===== config.mk =====
export PLATFORM = sky130hd
export DESIGN_NAME = message_crc_diversity_ema_tracker
export DESIGN_NICKNAME = d
export VERILOG_FILES = /design/src/rtl/core/mcd_pkg.sv /design/src/rtl/core/mcd_ctrl.sv /design/src/rtl/core/mcd_dp.sv /design/src/rtl/core/message_crc_diversity_ema_tracker.sv
export SDC_FILE = /design/constraint.sdc
export NUM_CORES = 2
export LEC_CHECK = 0
export ABC_AREA = 0
export BUFFER_PORTS_ARGS = -buffer_cell sky130_fd_sc_hd__buf_2
export CELL_PAD_IN_SITES_DETAIL_PLACEMENT = 0
export CELL_PAD_IN_SITES_GLOBAL_PLACEMENT = 1
export CORE_AREA = 2 2 263 265
export DETAILED_ROUTE_END_ITERATION = 10
export DIE_AREA = 0 0 265 267
export GPL_TIMING_DRIVEN = 0
export HOLD_SLACK_MARGIN = 0.08
export PLACE_DENSITY_LB_ADDON = 0.1
export RECOVER_POWER = 100
export SETUP_SLACK_MARGIN = 0.2
export SLEW_MARGIN = 0
export SYNTH_ARGS = -nofsm -noshare
export SYNTH_HDL_FRONTEND = slang
export SYNTH_SLANG_ARGS = --single-unit

===== constraint.sdc =====
create_clock -name clk -period 9.7 [get_ports clk]
set_input_delay 0.485 -clock clk [delete_from_list [all_inputs] [get_ports clk]]
set_output_delay 0.485 -clock clk [all_outputs]
set_load 0.005 [all_outputs]

===== src/rtl/core/mcd_pkg.sv =====
package mcd_pkg;

  localparam int unsigned SCAN_LIMIT   = 4096;
  localparam int unsigned PHASE_PERIOD = 42;
  localparam int unsigned SCAN_W       = $clog2(SCAN_LIMIT + 1);
  localparam int unsigned PHASE_W      = 6;
  localparam int unsigned DIST_W       = 9;

  localparam logic [31:0] CRC_POLY   = 32'h82F6_3B78;
  localparam logic [31:0] CRC_PRESET = 32'hFFFF_FFFF;
  localparam logic [15:0] AVG_RESET  = 16'h8000;
  localparam logic [15:0] FULL16     = 16'hFFFF;

  typedef struct packed {
    logic take;
    logic blend;
    logic finish;
  } dp_cmd_t;

  typedef struct packed {
    logic out_free;
  } dp_sts_t;

  function automatic logic [31:0] crc_byte(input logic [31:0] acc_in, input logic [7:0] b);
    logic [31:0] acc;
    acc = acc_in ^ {24'd0, b};
    for (int k = 0; k < 8; k++) begin
      acc = acc[0] ? ((acc >> 1) ^ CRC_POLY) : (acc >> 1);
    end
    return acc;
  endfunction

  // 0.75 * old + 0.25 * new in the 16-bit fixed-point form, truncated.
  function automatic logic [15:0] blend(input logic [15:0] prev, input logic [15:0] sample);
    logic [17:0] sum;
    sum = ({2'd0, prev} << 1) + {2'd0, prev} + {2'd0, sample};
    return sum[17:2];
  endfunction

endpackage


===== src/rtl/core/mcd_ctrl.sv =====
module mcd_ctrl (
  input  logic              clk,
  input  logic              rst_n,
  input  logic              in_valid,
  input  logic              in_last_byte,
  output logic              in_stall,
  input  mcd_pkg::dp_sts_t  sts,
  output mcd_pkg::dp_cmd_t  cmd
);

  typedef enum logic [1:0] {
    S_IDLE,
    S_BLEND,
    S_FINISH
  } state_t;

  state_t state_r;
  logic   in_stall_r;

  always_ff @(posedge clk) begin
    if (!rst_n) begin
      state_r    <= S_IDLE;
      in_stall_r <= 1'b0;
    end else begin
      unique case (state_r)
        S_IDLE: begin
          if (in_valid && in_last_byte) begin
            state_r    <= S_BLEND;
            in_stall_r <= 1'b1;
          end
        end
        S_BLEND: begin
          state_r <= S_FINISH;
        end
        S_FINISH: begin
          if (sts.out_free) begin
            state_r    <= S_IDLE;
            in_stall_r <= 1'b0;
          end
        end
        default: begin
          state_r    <= S_IDLE;
          in_stall_r <= 1'b0;
        end
      endcase
    end
  end

  assign in_stall = in_stall_r;

  always_comb begin
    cmd.take   = (state_r == S_IDLE) && in_valid;
    cmd.blend  = (state_r == S_BLEND);
    cmd.finish = (state_r == S_FINISH) && sts.out_free;
  end

endmodule


===== src/rtl/core/mcd_dp.sv =====
module mcd_dp (
  input  logic              clk,
  input  logic              rst_n,
  input  mcd_pkg::dp_cmd_t  cmd,
  input  logic [7:0]        in_data_byte,
  output mcd_pkg::dp_sts_t  sts,
  output logic              out_valid,
  input  logic              out_stall,
  output logic [31:0]       out_message_crc,
  output logic [15:0]       out_phi_value,
  output logic [5:0]        out_phase_count,
  output logic [31:0]       out_message_count
);

  logic [31:0]                  crc_r, crc_nxt;
  logic [255:0]                 seen_r, seen_nxt;
  logic [mcd_pkg::DIST_W-1:0]   distinct_r, distinct_nxt;
  logic [mcd_pkg::SCAN_W-1:0]   scanned_r, scanned_nxt;
  logic [15:0]                  coh_r, coh_nxt;
  logic [15:0]                  div_r, div_nxt;
  logic [mcd_pkg::PHASE_W-1:0]  phase_r, phase_nxt;
  logic [31:0]                  count_r, count_nxt;
  logic [31:0]                  crc_hold_r;
  logic                         out_valid_r;
  logic [31:0]                  out_crc_r;
  logic [15:0]                  out_phi_r;
  logic [mcd_pkg::PHASE_W-1:0]  out_phase_r;
  logic [31:0]                  out_count_r;

  logic [31:0]                  final_crc;
  logic [24:0]                  div_scaled;
  logic [15:0]                  div_sample;
  logic [15:0]                  div_inv;
  logic [31:0]                  phi_prod;
  logic [mcd_pkg::PHASE_W:0]    phase_inc;

  assign final_crc  = ~crc_r;
  assign div_scaled = ({distinct_r, 16'd0}) - {16'd0, distinct_r};
  assign div_sample = div_scaled[23:8];
  assign div_inv    = mcd_pkg::FULL16 - div_r;
  assign phi_prod   = {16'd0, div_inv} * {16'd0, coh_r};
  assign phase_inc  = {1'b0, phase_r} + 1'b1;

  always_comb begin
    crc_nxt      = crc_r;
    seen_nxt     = seen_r;
    distinct_nxt = distinct_r;
    scanned_nxt  = scanned_r;
    coh_nxt      = coh_r;
    div_nxt      = div_r;
    phase_nxt    = phase_r;
    count_nxt    = count_r;
    if (cmd.take) begin
      crc_nxt = mcd_pkg::crc_byte(crc_r, in_data_byte);
      if (scanned_r < mcd_pkg::SCAN_W'(mcd_pkg::SCAN_LIMIT)) begin
        if (!seen_r[in_data_byte]) begin
          seen_nxt[in_data_byte] = 1'b1;
          distinct_nxt           = distinct_r + 1'b1;
        end
        scanned_nxt = scanned_r + 1'b1;
      end
    end
    if (cmd.blend) begin
      coh_nxt      = mcd_pkg::blend(coh_r, final_crc[15:0]);
      div_nxt      = mcd_pkg::blend(div_r, div_sample);
      crc_nxt      = mcd_pkg::CRC_PRESET;
      seen_nxt     = '0;
      distinct_nxt = '0;
      scanned_nxt  = '0;
    end
    if (cmd.finish) begin
      phase_nxt = (phase_inc >= (mcd_pkg::PHASE_W + 1)'(mcd_pkg::PHASE_PERIOD)) ?
                  '0 : phase_inc[mcd_pkg::PHASE_W-1:0];
      count_nxt = count_r + 1'b1;
    end
  end

  always_ff @(posedge clk) begin
    if (!rst_n) begin
      crc_r       <= mcd_pkg::CRC_PRESET;
      seen_r      <= '0;
      distinct_r  <= '0;
      scanned_r   <= '0;
      coh_r       <= mcd_pkg::AVG_RESET;
      div_r       <= mcd_pkg::AVG_RESET;
      phase_r     <= '0;
      count_r     <= '0;
      out_valid_r <= 1'b0;
    end else begin
      crc_r      <= crc_nxt;
      seen_r     <= seen_nxt;
      distinct_r <= distinct_nxt;
      scanned_r  <= scanned_nxt;
      coh_r      <= coh_nxt;
      div_r      <= div_nxt;
      phase_r    <= phase_nxt;
      count_r    <= count_nxt;
      if (cmd.finish) begin
        out_valid_r <= 1'b1;
      end else if (!out_stall) begin
        out_valid_r <= 1'b0;
      end
    end
  end

  always_ff @(posedge clk) begin
    if (cmd.blend) begin
      crc_hold_r <= final_crc;
    end
    if (cmd.finish) begin
      out_crc_r   <= crc_hold_r;
      out_phi_r   <= phi_prod[31:16];
      out_phase_r <= phase_nxt;
      out_count_r <= count_nxt;
    end
  end

  assign sts.out_free      = !out_valid_r || !out_stall;
  assign out_valid         = out_valid_r;
  assign out_message_crc   = out_crc_r;
  assign out_phi_value     = out_phi_r;
  assign out_phase_count   = out_phase_r;
  assign out_message_count = out_count_r;

endmodule


===== src/rtl/core/message_crc_diversity_ema_tracker.sv =====
// Message CRC32C and byte-diversity tracker.
// The input channel carries one message byte per transfer, with in_last_byte
// set on the final byte. Bytes are taken one per cycle unless the input stalls.
// Each byte updates a reflected CRC32C and, over the first 4096 bytes, a map of
// the byte values seen, which gives a count of distinct values.
// After the transfer of a marked byte the input stalls: the blend state updates
// the CRC and diversity averages, then the finish state forms phi in a 16 by 16
// multiplier and loads the output register, which offers the result. The input
// stays stalled until the finish state has loaded that register.
// The result waits in its output register while the receiver stalls; bytes of
// the next message are taken meanwhile, and the block holds only at the end of
// that message until the waiting result has been transferred.
// Reset sets the CRC to all ones, clears the seen map, the counts and the phase,
// and sets both averages to one half.
module message_crc_diversity_ema_tracker (
  input  logic        clk,
  input  logic        rst_n,
  input  logic        in_valid,
  output logic        in_stall,
  input  logic [7:0]  in_data_byte,
  input  logic        in_last_byte,
  output logic        out_valid,
  input  logic        out_stall,
  output logic [31:0] out_message_crc,
  output logic [15:0] out_phi_value,
  output logic [5:0]  out_phase_count,
  output logic [31:0] out_message_count
);

  mcd_pkg::dp_cmd_t cmd;
  mcd_pkg::dp_sts_t sts;

  mcd_ctrl u_ctrl (
    .clk          (clk),
    .rst_n        (rst_n),
    .in_valid     (in_valid),
    .in_last_byte (in_last_byte),
    .in_stall     (in_stall),
    .sts          (sts),
    .cmd          (cmd)
  );

  mcd_dp u_dp (
    .clk               (clk),
    .rst_n             (rst_n),
    .cmd               (cmd),
    .in_data_byte      (in_data_byte),
    .sts               (sts),
    .out_valid         (out_valid),
    .out_stall         (out_stall),
    .out_message_crc   (out_message_crc),
    .out_phi_value     (out_phi_value),
    .out_phase_count   (out_phase_count),
    .out_message_count (out_message_count)
  );

endmodule


==> flow_metrics.tcl <==
set metrics [dict create \
    worst_setup_path_endpoint "u_dp.out_phi_value[15]$_DFFE_PP_" \
    power_density_mw_per_mm2 223 \
    regToRegSetupSlack_ps 1720 \
    crit_start "u_dp.coh_r[10]$_SDFFE_PN0P_" \
    grt_pass1_vias 22572 \
    setup_viol 0 \
    clockBufferDepth 3 \
    totalWireLength_um 83900 \
    cts_root_buf "clkbuf_16" \
    fin_hold_ws_ps 229 \
    drc 0 \
    ys_types 81 \
    ir_worst_vdd_v 0.000200 \
    dieArea_sq_mm 0.0708 \
    layout.nets 3645 \
    mostFrequentLayoutCells "nand2_1, dfxtp_1, inv_1, nor2_1, fa_1" \
    worstSetupEndpointType "flop" \
    numCtsBuffers 57 \
    slew-limit-headroom_pct -80.7 \
    drt-pass1-iter-count 7 \
    leakagePower_nw 13.8 \
    clk_latency_ps 630 \
    syn_to_final_growth_pct 11.1 \
    startpoint_type "flop" \
    final_common_cell "nand2_1" \
    post-cts-setup-buffers 0 \
    place_congestion 0.863 \
    via_per_inst 5.34 \
    clkTransAtPathRegs_ps 60 \
    timing.reg2reg.worst_path_depth 22 \
    postSynthAreaPerCell_sq_um 9.73 \
    syn_nets 3486 \
    hpwl_um 62900 \
    r2r-end "u_dp.out_phi_value[15]$_DFFE_PP_" \
    use_met2_pct 42.4 \
    portBuffers 97 \
    worstMarginPinSlew_ps 2710 \
    period_needed_ps 7980 \
    crit_chain "clkbuf_1 -> clkinv_1 -> nor2_1 -> fa_1 -> inv_1 -> fa_1 -> inv_1 -> fa_1 -> fa_1 -> fa_1 -> inv_1 -> fa_1 -> inv_1 -> ha_1 -> nand3_1 -> or2_2 -> or4_1 -> a31oi_1 -> nor3_1 -> o21ai_0 -> a31oi_1 -> xnor2_1" \
    finalSetupTns_ps 0 \
    via_count 22432 \
    n_fill_cell 6433 \
    grt_setup_unrepaired "no" \
    max_freq_mhz 125 \
    fin_crit_sh_pct 82.3 \
    die_w_um 265 \
    r2r_start "u_dp.coh_r[10]$_SDFFE_PN0P_" \
    ant_nets 0 \
    worstSetupPathType "reg -> reg" \
    use_met3_pct 3.34 \
    grt_max_degree 49 \
    critical-path-slowest-cell "clkinv_1" \
    synth-edff-count 118 \
    setup_ws_ps 1720 \
    rows 96 \
    fp.dieH_um 267 \
    hold_viol_final 0 \
    synth_seq_cells 502 \
    grt_pass1_wl_um 130000 \
    num_antenna_cells 0 \
    clock-skew-final_ps 44.4 \
    ys.flop_type "dfxtp_1" \
    yosys_warnings 0 \
    ctsHtreeMaxLevel 2 \
    power_mw 7.51 \
    start_util_pct 44.5 \
    slew_viol_final 130 \
    cpPeakStageDelay_ps 690 \
    cp_data_required_time_ps 10040 \
    drt-initial-drc-count 1323 \
    cts_tree "done" \
    synth_cells 3109 \
    num_io_pins 101 \
    cts.sinks 502 \
    arrival_ps 8310 \
    async_flop_share_pct 0 \
    violations "capacitance limit, slew limit" \
    fin_area_sq_mm 0.0336 \
    worst-path-max-fanout 10 \
    synth_area_sq_mm 0.0303 \
    use_met1_pct 30.3 \
    busiest_layer "met2" \
    status "complete, but fails checks" \
    antenna_found_initial 2 \
    critPathMostFrequentCell "fa_1" \
    drive_above_1_share_pct 7.27 \
    hold_class "in -> reg" \
    place_ws_ps 1730 \
    wl_per_cell_um 20.0 \
    core_sq_mm 0.0680 \
    place_area_sq_mm 0.0319 \
    grt_usage_pct 23.8 \
    cap_violations 3 \
    overflow 0 \
    synth-seq-area-share_pct 37.1 \
]
[worst min path at each step]
stage | startpoint | endpoint | cells past startpoint
6_report | out_stall | u_dp.out_valid$_SDFFE_PN0P_ | 3
5_1_grt | out_stall | u_dp.out_valid$_SDFFE_PN0P_ | 3
2_1_floorplan | u_dp.crc_hold_r[0]$_DFFE_PP_ | u_dp.out_message_crc[0]$_DFFE_PP_ | 0
3_5_place_dp | u_dp.crc_hold_r[10]$_DFFE_PP_ | u_dp.out_message_crc[10]$_DFFE_PP_ | 0
3_3_place_gp | u_dp.crc_hold_r[4]$_DFFE_PP_ | u_dp.out_message_crc[4]$_DFFE_PP_ | 0
4_1_cts | out_stall | u_dp.out_valid$_SDFFE_PN0P_ | 3
[logic make-up after synthesis]
| family | Yosys count | share of synthesized area (%) |
|---|---|---|
| and+or+nand+nor | 967 | 14.2 |
| xor gates and xnor gates | 164 | 5.08 |
| buffers and inverters | 528 | 6.95 |
| adders and majority gates | 364 | 20.6 |
| AOI/OAI and AO/OA | 504 | 10.7 |
| DFF | 502 | 37.1 |
| muxes | 80 | 5.27 |
[per-stage QoR]
step / instances / utilization (%)
5_1_grt: 4198 / 49.5
4_1_cts: 4198 / 49.8
3_5_place_dp: 4090 / 46.9
2_1_floorplan: 3109 / -
6_report: 4198 / 49.5
3_3_place_gp: 4088 / 46.8
[repair_timing]
action,in CTS,in global routing
hold buffers,1,0
endpoints found under the hold margin,1,0
gates resized for setup,0,0
[registers in the layout, summed over array words and instances, names as in the netlist, 6 cells and up]
name,cells
u_dp.out_phi_value,16
u_dp.out_phase_count,6
u_dp.out_message_count,32
u_dp.scanned_r,13
u_dp.phase_r,6
u_dp.coh_r,16
u_dp.crc_hold_r,32
u_dp.count_r,32
u_dp.out_message_crc,32
u_dp.distinct_r,9
u_dp.crc_r,32
u_dp.seen_r,256
u_dp.div_r,16
[synthesized netlist by cell type, drive strengths merged (34+ instances only)]
cell type    n  area share (%)
dfxtp      384              25
o211ai      34            0.84
nor2       316             3.9
fa         225              15
clkbuf     113             1.4
a21oi       47            0.79
mux4        63             4.7
buf         43            0.93
inv        362             4.5
o21a       119             3.0
nand3       49            0.93
o21ai      186             3.1
and2        55             1.1
xnor2      130             4.0
edfxtp     118              12
ha         139             5.7
nand2      406             5.0
[layer usage]
metal | part of all wire [%] | wire (um) | vias to the layer above
li1 | - | - | 10570
met5 | 0.015 | 13 | -
met2 | 50 | 42000 | 541
met1 | 43 | 35800 | 11186
met4 | 2.6 | 2190 | 2
met3 | 4.7 | 3910 | 133
[power by group]
part / internal (mW) / total (mW) / switching [mW]
sequential: 2.30 / 2.38 / 0.0845
combinational: 1.30 / 2.91 / 1.61
clock: 1.32 / 2.22 / 0.897
total: 4.92 / 7.51 / 2.60
[layout make-up]
type	count	area (sq um)	share of cell area, %
multi-input combinational	2079	16800	50.1
sequential	502	11200	33.4
clock buffer	90	1720	5.11
inverter	372	1400	4.16
tap	882	1100	3.28
buffer	156	672	2.00
timing repair buffer	100	433	1.29
clock inverter	17	234	0.696
[critical path: cells and delay by family, from the launching register on]
kind	cells	cell delay, ps
compound gates	3	960
xor+xnor	1	150
fa+ha+maj	7	3100
buf+inv	6	1530
flops	1	370
simple gates	5	1560
Power figures use the tool's default switching activity.
